[src/sstf_pkg.sv]
`timescale 1ns / 1ps
// Shared types and field constants for the SSTF disk scheduler.
package sstf_pkg;

	localparam int CYL_FIELD_W = 16;
	localparam int INDEX_W     = 5;
	localparam int TOTAL_W     = 21;

	localparam logic [TOTAL_W:0] TOTAL_MAX = {1'b0, {TOTAL_W{1'b1}}};

	typedef struct packed {
		logic [CYL_FIELD_W-1:0] request_cylinder;
		logic                   last_request;
	} req_t;

	typedef struct packed {
		logic [CYL_FIELD_W-1:0] served_cylinder;
		logic [INDEX_W-1:0]     served_index;
		logic [CYL_FIELD_W-1:0] move_distance;
		logic [TOTAL_W-1:0]     total_seek;
		logic                   dropped_requests;
		logic                   last_service;
	} svc_t;

endpackage

[src/sstf_ram.sv]
`timescale 1ns / 1ps
// Generic single-write, single-read RAM with registered read data.
module sstf_ram #(
	parameter int WIDTH = 16,
	parameter int DEPTH = 32
) (
	input  logic                     clk,
	input  logic                     wr_en,
	input  logic [$clog2(DEPTH)-1:0] wr_addr,
	input  logic [WIDTH-1:0]         wr_data,
	input  logic [$clog2(DEPTH)-1:0] rd_addr,
	output logic [WIDTH-1:0]         rd_data
);

	logic [WIDTH-1:0] mem_q [DEPTH];

	always_ff @(posedge clk) begin
		if (wr_en) begin
			mem_q[wr_addr] <= wr_data;
		end
		rd_data <= mem_q[rd_addr];
	end

endmodule

[src/sstf_disk_scheduler.sv]
`timescale 1ns / 1ps
// Top level of the shortest-seek-time-first disk scheduler.
//
// Usage:
//   req channel (req_valid / req_stall / req): one pending cylinder per beat.
//     Requests are stored in load order; the beat with last_request set closes
//     the batch. Beats past MAX_REQUESTS are dropped and flagged in every
//     result of that batch; a dropped last beat still closes the batch.
//   svc channel (svc_valid / svc_stall / svc): one beat per served request in
//     SSTF order (nearest unserved cylinder to the head, ties to the earliest
//     loaded), last_service set on the final beat of the batch.
//   cfg channel (cfg_valid / cfg_ready / cfg_data): start_head, sampled when
//     the last beat of a batch is taken. cfg_ready is always high.
// Timing:
//   Non-last requests are taken without a stall. Each service scans the N stored
//   entries through the single RAM read port and one distance/compare unit: N
//   reads, the last compare, a scan-done check, then the update.
//   req_stall stays high from the last request until the final result is in
//   the output register. A stalled svc beat holds the sequencer at its update.
// Reset: arst_n clears the sequencer, counters, served flags, head and start_head;
//   store contents are not cleared, only loaded entries are read.
module sstf_disk_scheduler #(
	parameter int MAX_REQUESTS  = 32,
	parameter int CYLINDER_BITS = 16
) (
	input  logic                      clk,
	input  logic                      arst_n,
	input  logic                      req_valid,
	output logic                      req_stall,
	input  sstf_pkg::req_t            req,
	output logic                      svc_valid,
	input  logic                      svc_stall,
	output sstf_pkg::svc_t            svc,
	input  logic                      cfg_valid,
	output logic                      cfg_ready,
	input  logic [sstf_pkg::CYL_FIELD_W-1:0] cfg_data
);

	// Stored cylinder width: the field never carries more than 16 bits.
	localparam int CW   = (CYLINDER_BITS < sstf_pkg::CYL_FIELD_W) ?
	                      CYLINDER_BITS : sstf_pkg::CYL_FIELD_W;
	localparam int IW   = $clog2(MAX_REQUESTS);
	localparam int CNTW = $clog2(MAX_REQUESTS + 1);
	localparam int TW   = sstf_pkg::TOTAL_W;

	localparam logic [1:0] ST_LOAD  = 2'd0;
	localparam logic [1:0] ST_SCAN  = 2'd1;
	localparam logic [1:0] ST_SERVE = 2'd2;

	logic [1:0]              state_q;
	logic [CW-1:0]           start_head_q;
	logic [CNTW-1:0]         count_q;
	logic                    overflow_q;
	logic [MAX_REQUESTS-1:0] served_q;
	logic [CW-1:0]           head_q;
	logic [TW-1:0]           total_q;
	logic [CNTW-1:0]         step_q;
	logic [CNTW-1:0]         scan_k_q;

	// scan pipeline
	logic                    scan_vld_s1;
	logic [IW-1:0]           scan_idx_s1;

	// best candidate of the current scan
	logic                    found_q;
	logic [IW-1:0]           best_idx_q;
	logic [CW-1:0]           best_cyl_q;
	logic [CW-1:0]           best_dist_q;

	logic                    svc_valid_q;
	sstf_pkg::svc_t          svc_q;

	logic                    req_take;
	logic                    store_wr;
	logic [CW-1:0]           rd_cyl;
	logic                    scan_issue;
	logic [CW-1:0]           seek_dist;
	logic                    better;
	logic                    out_free;
	logic                    final_step;
	logic [TW:0]             sum;
	logic [TW-1:0]           total_next;

	assign cfg_ready = 1'b1;
	assign req_stall = (state_q != ST_LOAD);
	assign req_take  = req_valid && !req_stall;
	assign store_wr  = req_take && (count_q < CNTW'(MAX_REQUESTS));

	assign scan_issue = (state_q == ST_SCAN) && (scan_k_q < count_q);

	sstf_ram #(
		.WIDTH (CW),
		.DEPTH (MAX_REQUESTS)
	) u_store (
		.clk     (clk),
		.wr_en   (store_wr),
		.wr_addr (count_q[IW-1:0]),
		.wr_data (CW'(req.request_cylinder)),
		.rd_addr (scan_k_q[IW-1:0]),
		.rd_data (rd_cyl)
	);

	// shared distance / compare unit
	assign seek_dist = (head_q >= rd_cyl) ? (head_q - rd_cyl) : (rd_cyl - head_q);
	assign better    = scan_vld_s1 && !served_q[scan_idx_s1] &&
	                   (!found_q || (seek_dist < best_dist_q));

	assign out_free   = !svc_valid_q || !svc_stall;
	assign final_step = (step_q == count_q - CNTW'(1));
	assign sum        = {1'b0, total_q} + (TW + 1)'(best_dist_q);
	assign total_next = (sum > sstf_pkg::TOTAL_MAX) ? sstf_pkg::TOTAL_MAX[TW-1:0]
	                                                 : sum[TW-1:0];

	always_ff @(posedge clk or negedge arst_n) begin
		if (!arst_n) begin
			state_q      <= ST_LOAD;
			start_head_q <= '0;
			count_q      <= '0;
			overflow_q   <= 1'b0;
			served_q     <= '0;
			head_q       <= '0;
			total_q      <= '0;
			step_q       <= '0;
			scan_k_q     <= '0;
			scan_vld_s1  <= 1'b0;
			found_q      <= 1'b0;
			best_idx_q   <= '0;
			best_cyl_q   <= '0;
			best_dist_q  <= '0;
			svc_valid_q  <= 1'b0;
		end else begin
			if (cfg_valid && cfg_ready) begin
				start_head_q <= CW'(cfg_data);
			end

			// a new beat loads while the old one leaves or the register is empty
			if ((state_q == ST_SERVE) && out_free) begin
				svc_valid_q <= 1'b1;
			end else if (!svc_stall) begin
				svc_valid_q <= 1'b0;
			end

			scan_vld_s1 <= scan_issue;

			case (state_q)
				ST_LOAD: begin
					if (req_take) begin
						if (store_wr) begin
							count_q <= count_q + CNTW'(1);
						end else begin
							overflow_q <= 1'b1;
						end
						if (req.last_request) begin
							head_q   <= start_head_q;
							total_q  <= '0;
							step_q   <= '0;
							scan_k_q <= '0;
							found_q  <= 1'b0;
							state_q  <= ST_SCAN;
						end
					end
				end
				ST_SCAN: begin
					if (scan_issue) begin
						scan_k_q <= scan_k_q + CNTW'(1);
					end
					if (better) begin
						found_q     <= 1'b1;
						best_idx_q  <= scan_idx_s1;
						best_cyl_q  <= rd_cyl;
						best_dist_q <= seek_dist;
					end
					// all entries read and the last compare done
					if (!scan_issue && !scan_vld_s1) begin
						state_q <= ST_SERVE;
					end
				end
				ST_SERVE: begin
					if (out_free) begin
						head_q      <= best_cyl_q;
						total_q     <= total_next;
						step_q      <= step_q + CNTW'(1);
						scan_k_q    <= '0;
						found_q     <= 1'b0;
						if (final_step) begin
							count_q    <= '0;
							overflow_q <= 1'b0;
							served_q   <= '0;
							state_q    <= ST_LOAD;
						end else begin
							served_q[best_idx_q] <= 1'b1;
							state_q              <= ST_SCAN;
						end
					end
				end
				default: begin
					state_q <= ST_LOAD;
				end
			endcase
		end
	end

	// scan index stage and output payload register
	always_ff @(posedge clk) begin
		if (scan_issue) begin
			scan_idx_s1 <= scan_k_q[IW-1:0];
		end
		if ((state_q == ST_SERVE) && out_free) begin
			svc_q.served_cylinder  <= sstf_pkg::CYL_FIELD_W'(best_cyl_q);
			svc_q.served_index     <= sstf_pkg::INDEX_W'(best_idx_q);
			svc_q.move_distance    <= sstf_pkg::CYL_FIELD_W'(best_dist_q);
			svc_q.total_seek       <= total_next;
			svc_q.dropped_requests <= overflow_q;
			svc_q.last_service     <= final_step;
		end
	end

	assign svc_valid = svc_valid_q;
	assign svc       = svc_q;

endmodule
[config.mk]
export PLATFORM = sky130hd
export DESIGN_NAME = sstf_disk_scheduler
export DESIGN_NICKNAME = d
export VERILOG_FILES = /design/src/sstf_pkg.sv /design/src/sstf_ram.sv /design/src/sstf_disk_scheduler.sv
export SDC_FILE = /design/constraint.sdc
export NUM_CORES = 1
export LEC_CHECK = 0
export BUFFER_PORTS_ARGS = -buffer_cell sky130_fd_sc_hd__clkbuf_2
export CAP_MARGIN = 20
export CORE_MARGIN = 2
export CORE_UTILIZATION = 67
export CTS_BUF_LIST = sky130_fd_sc_hd__clkbuf_16
export DETAILED_ROUTE_END_ITERATION = 10
export PLACE_DENSITY_LB_ADDON = 0.15
export SETUP_SLACK_MARGIN = 0.1
export SYNTH_ARGS = -nofsm -noshare
export SYNTH_HDL_FRONTEND = slang
export SYNTH_SLANG_ARGS = --single-unit
[constraint.sdc]
create_clock -name clk -period 6.8 [get_ports clk]
set_input_delay 1.36 -clock clk [delete_from_list [all_inputs] [get_ports clk]]
set_output_delay 1.36 -clock clk [all_outputs]
set_load 0.01 [all_outputs]
Yosys cells after proc, flatten, opt, wreduce, memory -nomap -nowiden
Memories as Yosys holds them, arrays and structs flattened. A register that Yosys moved wholly into a read port is not among the register bits.
Index checks and enable logic that the tools add are counted.
{"block": "op_classes", "addsub": 7, "order_cmp": 8, "eq_ne": 13, "mux": 47, "n_bitwise": 1, "n_reduce_logical": 29}
{"operator": "21-bit 2-to-1 mux", "n": 4}
{"operator": "16-bit 2-to-1 mux", "n": 4}
{"operator": "6-bit 2-to-1 mux", "n": 9}
{"operator": "21-bit case mux with 2 select lines", "n": 1}
{"operator": "32-bit 2-to-1 mux", "n": 1}
{"operator": "32-bit OR", "n": 1}
{"operator": "16-bit case mux with 2 select lines", "n": 1}
{"operator": "16-bit subtractor", "n": 2}
{"operator": "6-bit case mux with 2 select lines", "n": 2}
{"operator": "21-bit by 16-bit adder with 22-bit output", "n": 1}
{"operator": "22-bit by 21-bit greater-than comparator with 1-bit output (second input constant)", "n": 1}
{"operator": "5-bit AND reduction", "n": 4}
{"operator": "6-bit by 1-bit adder with 6-bit output (second input constant)", "n": 3}
{"operator": "6-bit case mux with 3 select lines", "n": 1}
{"operator": "16-bit >= comparator", "n": 1}
{"operator": "16-bit less-than comparator", "n": 1}
{"operator": "2-bit inequality test (second input constant)", "n": 8}
{"operator": "1-bit 2-to-1 mux", "n": 15}
{"operator": "5-bit by 6-bit less-than comparator with 1-bit output (second input constant)", "n": 2}
{"operator": "1-bit logical AND", "n": 8}
{"operator": "2-bit 2-to-1 mux", "n": 4}
{"operator": "4-bit AND reduction", "n": 2}
{"operator": "1-bit zero test", "n": 7}
{"operator": "6-bit equality test", "n": 1}
{"operator": "17 further kinds", "n": 21}
{"block": "word_totals", "regBits": 211, "mem_bits_rw": 512, "output_inout_bits": 63, "elab_cells": 128, "n_memories": 1}
{"name": "u_store.mem_q", "depth": 32, "word_bits": 16, "rd": 1, "rd_ports_with_merged_regs": 1, "wr": 1, "line": "sstf_ram.sv:15", "text": "logic [WIDTH-1:0] mem_q [DEPTH];"}

Longest topological paths before layout
Gate-level depths: netlist of run 1.
{"block": "depth", "depth_word": 7, "depth_mapped": 22}

Cells and area by module
Synthesis of run 1 repeated with hierarchy kept, for this count alone.
{"block": "hier_totals", "hier_cells": 2137, "area_unflattened_um2": 31542.8}
{"mod": "sstf_ram", "n_inst": 1, "cells_per_inst": 1143, "area_per_inst_um2": 20534.7, "seq_area_each_um2": 15695.1}
{"mod": "sstf_disk_scheduler", "n_inst": 1, "cells_per_inst": 994, "area_per_inst_um2": 11008.1, "seq_area_each_um2": 5605.4}

Least setup slack after synthesis of run 1
Ideal clock, no wire load.
{"block": "synth_path", "path_type": "flip-flop to flip-flop", "startpoint": "register head_q[0]", "endpoint": "register best_dist_q[13]", "arrival_time_ps": 4461, "path_slack_ps": 2213, "path_stages_with_launch": 21, "path_buffers": 3, "cell_sequence": "dfrtp_1 inv_1 ha_1 inv_1 fa_1 a21oi_1 o2111ai_1 a21o_1 o211ai_2 buf_2 mux2i_1 xnor2_1 ha_1 a21o_1 a31oi_1 o21ai_0 o41a_1 or3_4 buf_6 buf_6 a221o_1"}
{"block": "synth_between", "elab_chain_len": 6}
{"element": "start, declared", "line": "sstf_disk_scheduler.sv:55", "text": "logic [CW-1:0] head_q;"}
{"element": "start signal, assigned", "line": "sstf_disk_scheduler.sv:154", "text": "head_q <= start_head_q;"}
{"element": "start signal, assigned", "line": "sstf_disk_scheduler.sv:180", "text": "head_q <= best_cyl_q;"}
{"element": "16-bit subtractor / 16-bit >= comparator (equally long branches)", "line": "sstf_disk_scheduler.sv:104", "text": "assign seek_dist = (head_q >= rd_cyl) ? (head_q - rd_cyl) : (rd_cyl - head_q);"}
{"element": "16-bit 2-to-1 mux *", "line": "sstf_disk_scheduler.sv:104"}
{"element": "via seek_dist[2]", "line": "sstf_disk_scheduler.sv:77", "text": "logic [CW-1:0] seek_dist;"}
{"element": "16-bit less-than comparator *", "line": "sstf_disk_scheduler.sv:106", "text": "(!found_q || (seek_dist < best_dist_q));"}
{"element": "1-bit logical OR *", "line": "sstf_disk_scheduler.sv:106"}
{"element": "1-bit logical AND *", "line": "sstf_disk_scheduler.sv:105", "text": "assign better = scan_vld_s1 && !served_q[scan_idx_s1] &&"}
{"element": "2-bit AND reduction (no source line) *"}
{"element": "end signal, assigned", "line": "sstf_disk_scheduler.sv:171", "text": "best_dist_q <= seek_dist;"}
{"element": "end, declared", "line": "sstf_disk_scheduler.sv:68", "text": "logic [CW-1:0] best_dist_q;"}
Mark *: on every way through the listed nets, which the timed path passes. The rest lies on a longest branch.
A chain may end at the register's enable or synchronous reset.

Final worst setup path of run 1
Same ends and word-level chain as after synthesis.

==> out/metrics.csv, run 1 <==
metric;value;unit
antenna violations before repair;4;
final setup vio count;0;
Synth cell types;72;
main combinational cell family by area after synthesis;multiplexers;
clock tree from TritonCTS;yes;
Worst VDD drop;449;uV
Design Area, Final;34600;um^2
Post-DP Area;32300;um^2
number of diodes;0;
Hold Path Cell Cnt;2;
kind of critical path;reg2reg;
vias in the first global route;17900;
clock buffer count from CTS;74;
DR vias;17600;
final worst path period share;77.7;%
asr flop ratio synth;19.8;%
adder-cell area share of the yosys netlist;3.17;%
Max Slew Vio Count;0;
Rows;78;
nets;2111;
filler instances;2489;
Gate Count Post-Synth;1866;
synthesized area;31100;um^2
Worst Reg-to-Reg Cells;19;
largest net degree at the start of global routing;105;
Critical Path AT;5.77;ns
CP max FO;58;
Die Ht;219;um
Vias/cell;6.63;
actual slew at the worst max-slew pin;1.08;ns
DR iter-0 viols;2099;
clock root cell;clkbuf_16;
die width;219;um
normalized max-slew margin;27.7;%
Critical Path Start;head_q[0];
core area;45600;um^2
HP Class;reg2reg;
syn nets;1981;
R2R Path End;best_dist_q[13];
start point of the worst hold path;u_store.rd_data[15];
placed cells;2520;
reg-to-reg startpoint;head_q[0];
Hold Buf Count CTS;0;
Syn-to-layout area delta;11.5;%
Leak Pwr;12.8;nW
post-synthesis simple-gate area fraction;5.08;%
Critical Path RT;7.28;ns
CTS Buffer Depth;3;
multiplexer share of the synthesized area;14.7;%
DRC;0;
Max Cap Viol;0;
first-pass GRT wire length;112000;um
fmax;0.189;GHz
clk_lat worst skew;0.62;ns
Clk pin slew, worst setup/hold paths;0.06;ns
Post-CTS Setup Inserts;0;
H-tree depth;3;
average size of a mapped cell;16.7;um^2
Main synth FF type;edfxtp_1;
Worst setup EP type;flip-flop;
Worst Hold Path EP;best_cyl_q[15];
status;finished clean;
IO buf count;99;
drt pass-1 iters;8;
Die Area;48100;um^2
Cell Chain, Critical Path;inv_1 -> ha_1 -> inv_1 -> fa_1 -> a21oi_1 -> o2111ai_1 -> a21o_1 -> o211ai_2 -> buf_4 -> a21boi_0 -> nor3_1 -> or2_2 -> ha_1 -> nand3_1 -> nor4_1 -> o41a_1 -> or3_4 -> and4b_1 -> a221o_1;
detailed placement HPWL;42100;um
RSZ-0062 raised after global routing;false;
Final Hold Vio Count;0;
CTS resizes;0;
Post-synth EDFFs;577;
Routed Antenna Nets;0;
Pwr per Cell Area;450;nW/um^2
final core utilization;76.0;%
Final TNS setup;0;ns
total routed wirelength;75000;um
Syn. warnings;0;
critical path's slowest cell;or3_4;
Total GRT Usage;32.3;%
starting density of the core;68.2;%
Layout Cells excl Fill;2652;
max incr delay on CP;0.55;ns
min Tclk post-route;5.29;ns
GP Congestion;0.907;
startpoint types;flip-flop;
Max Clock Skew;0.0276;ns
post-synthesis sequential area ratio;68.6;%
clk sinks;739;
Worst R2R Setup Slack;1.51;ns
I/O pins;101;
Post-Synth XOR/XNOR Area;1.07;%
#FFs+latches synth;739;
share of post-route cells with drive strength above 1;23.8;%
drt wl/cell;28.3;um
total global routing overflow;0;
compound-cell area share of the yosys netlist;5.39;%
[flip-flops by register name, indices dropped and copies added (netlist names), 2 cells and up]
| name | flops |
|---|---|
| u_store.mem_q | 512 |
| svc | 60 |
| served_q | 32 |
| total_q | 21 |
| best_cyl_q | 16 |
| best_dist_q | 16 |
| head_q | 16 |
| start_head_q | 16 |
| u_store.rd_data | 16 |
| count_q | 6 |
| scan_k_q | 6 |
| step_q | 6 |
| best_idx_q | 5 |
| scan_idx_s1 | 5 |
| state_q | 2 |
[worst max-delay path, delay by kind of cell, from the launching register on]
family                   cells  cell delay, ns
flip-flops                   1            0.40
buffers and inverters        3            0.41
AND/OR/NAND/NOR              6            1.67
AO/OA/AOI/OAI                7            1.79
adder cells (fa/ha/maj)      3            0.85
[report_power, final]
group | total, mW | internal [mW] | switching (mW)
Combinational | 5.93 | 2.72 | 3.21
Sequential | 5.74 | 5.27 | 0.470
Clock | 3.91 | 2.20 | 1.71
Total | 15.6 | 10.2 | 5.40
[per-stage QoR]
stage | hold WS (ns) | setup slack, ns | power, mW
floorplan | 0.423 | 2.21 | 10.2
global placement | 0.463 | 1.74 | 11.5
detailed placement | 0.463 | 1.59 | 11.7
CTS | 0.476 | 1.56 | 15.6
global route | 0.504 | 1.13 | 16.4
finish | 0.483 | 1.51 | 15.6
[final cells by class]
cell class	count	area, um^2	area share (%)
Sequential cell	739	21300	61.5
Clock buffer	75	1880	5.42
Clock inverter	57	409	1.18
Inverter	71	268	0.773
Timing Repair Buffer	143	845	2.44
Tap cell	600	751	2.17
Multi-Input combinational cell	967	9180	26.5
[Yosys cell counts, drive strengths merged, types with 3 or more instances]
cell type | count | area, um^2
and2 | 7 | 43.8
o211ai | 12 | 95.1
xor2 | 14 | 123
o21bai | 9 | 67.6
clkbuf | 62 | 233
a2111oi | 5 | 43.8
or2 | 4 | 25.0
nand2 | 109 | 409
nand3 | 22 | 110
and3 | 11 | 68.8
mux4 | 168 | 3780
inv | 71 | 267
mux2i | 17 | 170
xnor2 | 24 | 210
mux2 | 54 | 608
ha | 74 | 926
o21a | 9 | 67.6
or3 | 5 | 36.3
nor4 | 4 | 25.0
nor2 | 136 | 510
dfrtp | 146 | 3650
fa | 3 | 60.1
a211oi | 10 | 75.1
a31oi | 22 | 138
a21o | 18 | 135
edfxtp | 577 | 17300
nand4 | 9 | 56.3
nor3b | 6 | 45.0
a41oi | 3 | 26.3
o21ai | 53 | 265
a21oi | 75 | 375
o31ai | 3 | 22.5
a22o | 18 | 158
nor3 | 17 | 85.1
buf | 27 | 131
nand2b | 9 | 56.3
dfxtp | 16 | 320
[cell usage in the layout, fill, tap and decap left out, types with 5 or more instances in the layout]
cell type / count
o211ai_1: 11
and3_1: 11
dfxtp_1: 16
mux2_2: 53
clkbuf_2: 98
clkinv_1: 16
xor2_1: 14
o21bai_1: 9
inv_1: 88
mux4_2: 168
xnor2_1: 24
a21o_1: 18
nor2_1: 123
a21oi_1: 75
clkinv_2: 9
nand3_1: 22
a31oi_1: 22
mux2i_1: 17
ha_1: 74
o21ai_0: 53
nand4_1: 9
o21a_1: 9
nand2_1: 109
nor2_2: 13
buf_4: 43
nand2b_1: 9
a211oi_1: 10
nor3_1: 17
dfrtp_1: 143
edfxtp_1: 577
inv_6: 5
bufinv_16: 5
and2_1: 7
nor3b_1: 6
a22o_1: 18
clkbuf_16: 75
[how the worst max path moves through the flow]
| stage | endpoint | slack [ns] | cells after the start |
|---|---|---|---|
| floorplan | best_dist_q[13] | 2.21 | 20 |
| global placement | best_dist_q[13] | 1.74 | 19 |
| detailed placement | best_dist_q[13] | 1.59 | 19 |
| CTS | best_dist_q[13] | 1.56 | 19 |
| global route | best_dist_q[13] | 1.13 | 19 |
| finish | best_dist_q[13] | 1.51 | 19 |
[cells by family (layout without fill, tap and decap cells)]
kind of cell	after synthesis	count (layout)
AOI/OAI and AO/OA	260	260
xor gates and xnor gates	38	38
adders and majority gates	77	77
buffers and inverters	160	346
DFF	739	739
muxes	239	239
other	1	1
and+or+nand+nor	352	352
[metal layers]
metal,global-route usage (%),part of all wire [%],vias up
met5,0,0.033,-
met4,14.5,4.1,4
met3,4.91,7.4,170
met2,54.2,51,932
met1,42.4,37,8961
li1,-,-,7506
(Power assumes the default switching activity.)
==> inputs of run 2 (changes only) <==
--- a/config.mk
+++ b/config.mk
@@ -8,7 +8,7 @@
 export BUFFER_PORTS_ARGS = -buffer_cell sky130_fd_sc_hd__clkbuf_2
 export CAP_MARGIN = 20
 export CORE_MARGIN = 2
-export CORE_UTILIZATION = 67
+export CORE_UTILIZATION = 62
 export CTS_BUF_LIST = sky130_fd_sc_hd__clkbuf_16
 export DETAILED_ROUTE_END_ITERATION = 10
 export PLACE_DENSITY_LB_ADDON = 0.15
==> constraint.sdc (replaced) <==
create_clock -name clk -period 5 [get_ports clk]
set_input_delay 1 -clock clk [delete_from_list [all_inputs] [get_ports clk]]
set_output_delay 1 -clock clk [all_outputs]
set_load 0.01 [all_outputs]
==> run 2 against run 1 <==
Effect of this change:
- count of clock-buffer cells in the layout rose by 4
- critical path type unchanged
- clock power up 50%
- design area is 1.8% higher
- largest power group unchanged
- largest cell class unchanged
==> out/metrics.csv, run 2 (synthesis gave the netlist of run 1 again) <==
metric;value;unit;change
DR iter-0 viols;1554;;-26%
normalized max-slew margin;22.8;%;-4.9 points
Reg with most FFs;u_store.mem_q;;
clk_lat worst skew;0.64;ns;+0.02 ns
Cell Chain, Critical Path;inv_1 -> ha_1 -> inv_1 -> fa_2 -> a21oi_2 -> o211ai_1 -> o41ai_1 -> buf_4 -> nor3_1 -> nor4_2 -> nor3_1 -> or2_2 -> ha_1 -> a21oi_1 -> a21oi_1 -> a221oi_1 -> nand4b_1 -> or3_4 -> buf_4 -> mux2_1;;
actual slew at the worst max-slew pin;1.16;ns;+0.0729 ns
clock root cell;clkbuf_16;;
placed cells;2603;;+3.3%
final worst path period share;93.8;%;+16 points
Buf/Inv on CP;4;;+1
I/O pins;101;;unchanged
status;finished clean;;
Final Hold Vio Count;0;;unchanged
RSZ-0062 raised after global routing;false;;
Pwr per Cell Area;635;nW/um^2;+41%
crit-path leading delay family;simple AND/OR/NAND/NOR gates;;
starting density of the core;62.3;%;-5.9 points
die width;228;um;+3.9%
Design Area, Final;35200;um^2;+1.8%
vias in the first global route;17600;;-1.7%
Final TNS setup;0;ns;unchanged
Max Slew Vio Count;0;;unchanged
number of diodes;0;;unchanged
Worst VDD drop;549;uV;+22%
Critical Path AT;5.17;ns;-0.60 ns
clock buffer count from CTS;76;;+2.7%
Place WS;0.114;ns;-1.47 ns
H-tree depth;3;;unchanged
commonest non-fill, non-tap cells in the layout;577 x edfxtp_1, 168 x mux4_2, 143 x dfrtp_1, 135 x nor2_1, 109 x nand2_1;;
CP max FO;5;;-91%
antenna violations before repair;5;;+1
Rows;82;;+5.1%
min Tclk post-route;4.69;ns;-0.598 ns
Layout Cells excl Fill;2749;;+3.7%
total global routing overflow;0;;unchanged
clk sinks;739;;unchanged
detailed placement HPWL;41900;um;-0.55%
DRC;0;;unchanged
final setup vio count;0;;unchanged
final core utilization;70.7;%;-5.3 points
HP Class;in2async;;
Max Cap Viol;0;;unchanged
Leak Pwr;13.0;nW;+1.9%
IO buf count;99;;unchanged
max reg flops;512;;unchanged
Worst setup EP type;flip-flop;;
internal power;14.8;mW;+46%
Die Ht;228;um;+3.9%
critical path's slowest cell;or3_4;;
Net Switching;7.52;mW;+39%
fmax;0.213;GHz;+13%
Clk pwr share;26.2;%;+1.1 points
core area;49900;um^2;+9.4%
share of post-route cells with drive strength above 1;24.9;%;+1.1 points
Critical Path RT;5.48;ns;-1.80 ns
Post-DP Area;32500;um^2;+0.52%
max incr delay on CP;0.48;ns;-0.07 ns
area occupied by multi-input gates;9190;um^2;+0.14%
most common cell after layout, fill and taps aside;edfxtp_1;;
drt pass-1 iters;7;;-1
Clk pin slew, worst setup/hold paths;0.06;ns;about the same
total routed wirelength;71200;um;-5.1%
nets;2133;;+1.0%
startpoint types;flip-flop;;
largest net degree at the start of global routing;134;;+28%
clock tree from TritonCTS;yes;;
Routed Antenna Nets;0;;unchanged
combinational cell fraction of total power;39.2;%;+1.1 points
Critical Path Start;head_q[0];;
reg-to-reg startpoint;head_q[0];;
GP Congestion;0.925;;+2.0%
Max Clock Skew;0.0355;ns;+0.00788 ns
drt wl/cell;25.9;um;-8.4%
kind of critical path;reg2reg;;
Hold Buf Count CTS;0;;unchanged
flip-flop and latch area;21300;um^2;unchanged
Worst Setup Slack, final;0.311;ns;-1.20 ns
Total GRT Usage;27.8;%;-4.5 points
Seq pwr share;34.6;%;-2.2 points
DR vias;17200;;-2.0%
switching portion of total power;33.6;%;-1.0 points
first-pass GRT wire length;107000;um;-3.9%
CTS Buffer Depth;3;;unchanged
Die Area;51900;um^2;+7.9%
Syn-to-layout area delta;13.4;%;
Vias/cell;6.26;;-5.5%
filler instances;3180;;+28%
==> run 2: layout make-up <==
class / instances / area share, %
clock buffer: 79 / 5.61
clock inverter: 58 / 1.87
inverter: 71 / 0.760
multi-input combinational: 969 / 26.1
sequential: 739 / 60.5
tap: 672 / 2.39
timing repair buffer: 161 / 2.85
==> run 2: power groups by stage <==
stage	Combinational, mW	Sequential (mW)	Clock, mW
floorplan	6.38	7.50	0
global placement	8.10	7.86	0
detailed placement	8.24	7.87	0
CTS	8.28	7.75	5.95
global route	9.53	7.80	6.17
finish	8.76	7.74	5.87
==> run 2: layer usage <==
layer	wire [um]	vias to the layer above	GRT usage (%)
met5	41	-	0
li1	-	7567	-
met3	4010	133	4.94
met4	1790	8	8.58
met2	36800	587	47.6
met1	28500	8919	36.7
==> run 2: worst paths after layout <==
check,to,depth (start not counted),slack [ns]
hold / removal,total_q[16],1,0.43
setup / recovery,best_idx_q[3],20,0.31
hold reg to reg,svc[59],0,0.48
max in group asynchronous,start_head_q[10],2,3.46
min in group clk,svc[59],0,0.48
setup reg to reg,best_idx_q[3],20,0.31
==> run 2: metrics by stage <==
stage / power (mW) / hold slack, ns
global placement: 16.0 / 0.455
detailed placement: 16.1 / 0.459
floorplan: 13.9 / 0.423
global route: 23.5 / 0.485
CTS: 22.0 / 0.473
finish: 22.4 / 0.425
==> run 2: worst register-to-register path: stages (launching register included) <==
cell and delay (ns):
dfrtp_1 0.40, inv_1 0.07, ha_1 0.18, inv_1 0.07, fa_2 0.35, a21oi_2 0.18, o211ai_1 0.13, o41ai_1 0.28
buf_4 0.19, nor3_1 0.05, nor4_2 0.27, nor3_1 0.11, or2_2 0.31, ha_1 0.31, a21oi_1 0.16, a21oi_1 0.08
a221oi_1 0.21, nand4b_1 0.23, or3_4 0.48, buf_4 0.18, mux2_1 0.31
==> run 2: what timing repair did <==
action,4_1_cts,5_1_grt
cloned,0,2
pin swaps,0,4
resized for setup,1,7
setup buffers,0,7
setup endpoints to repair,2,34
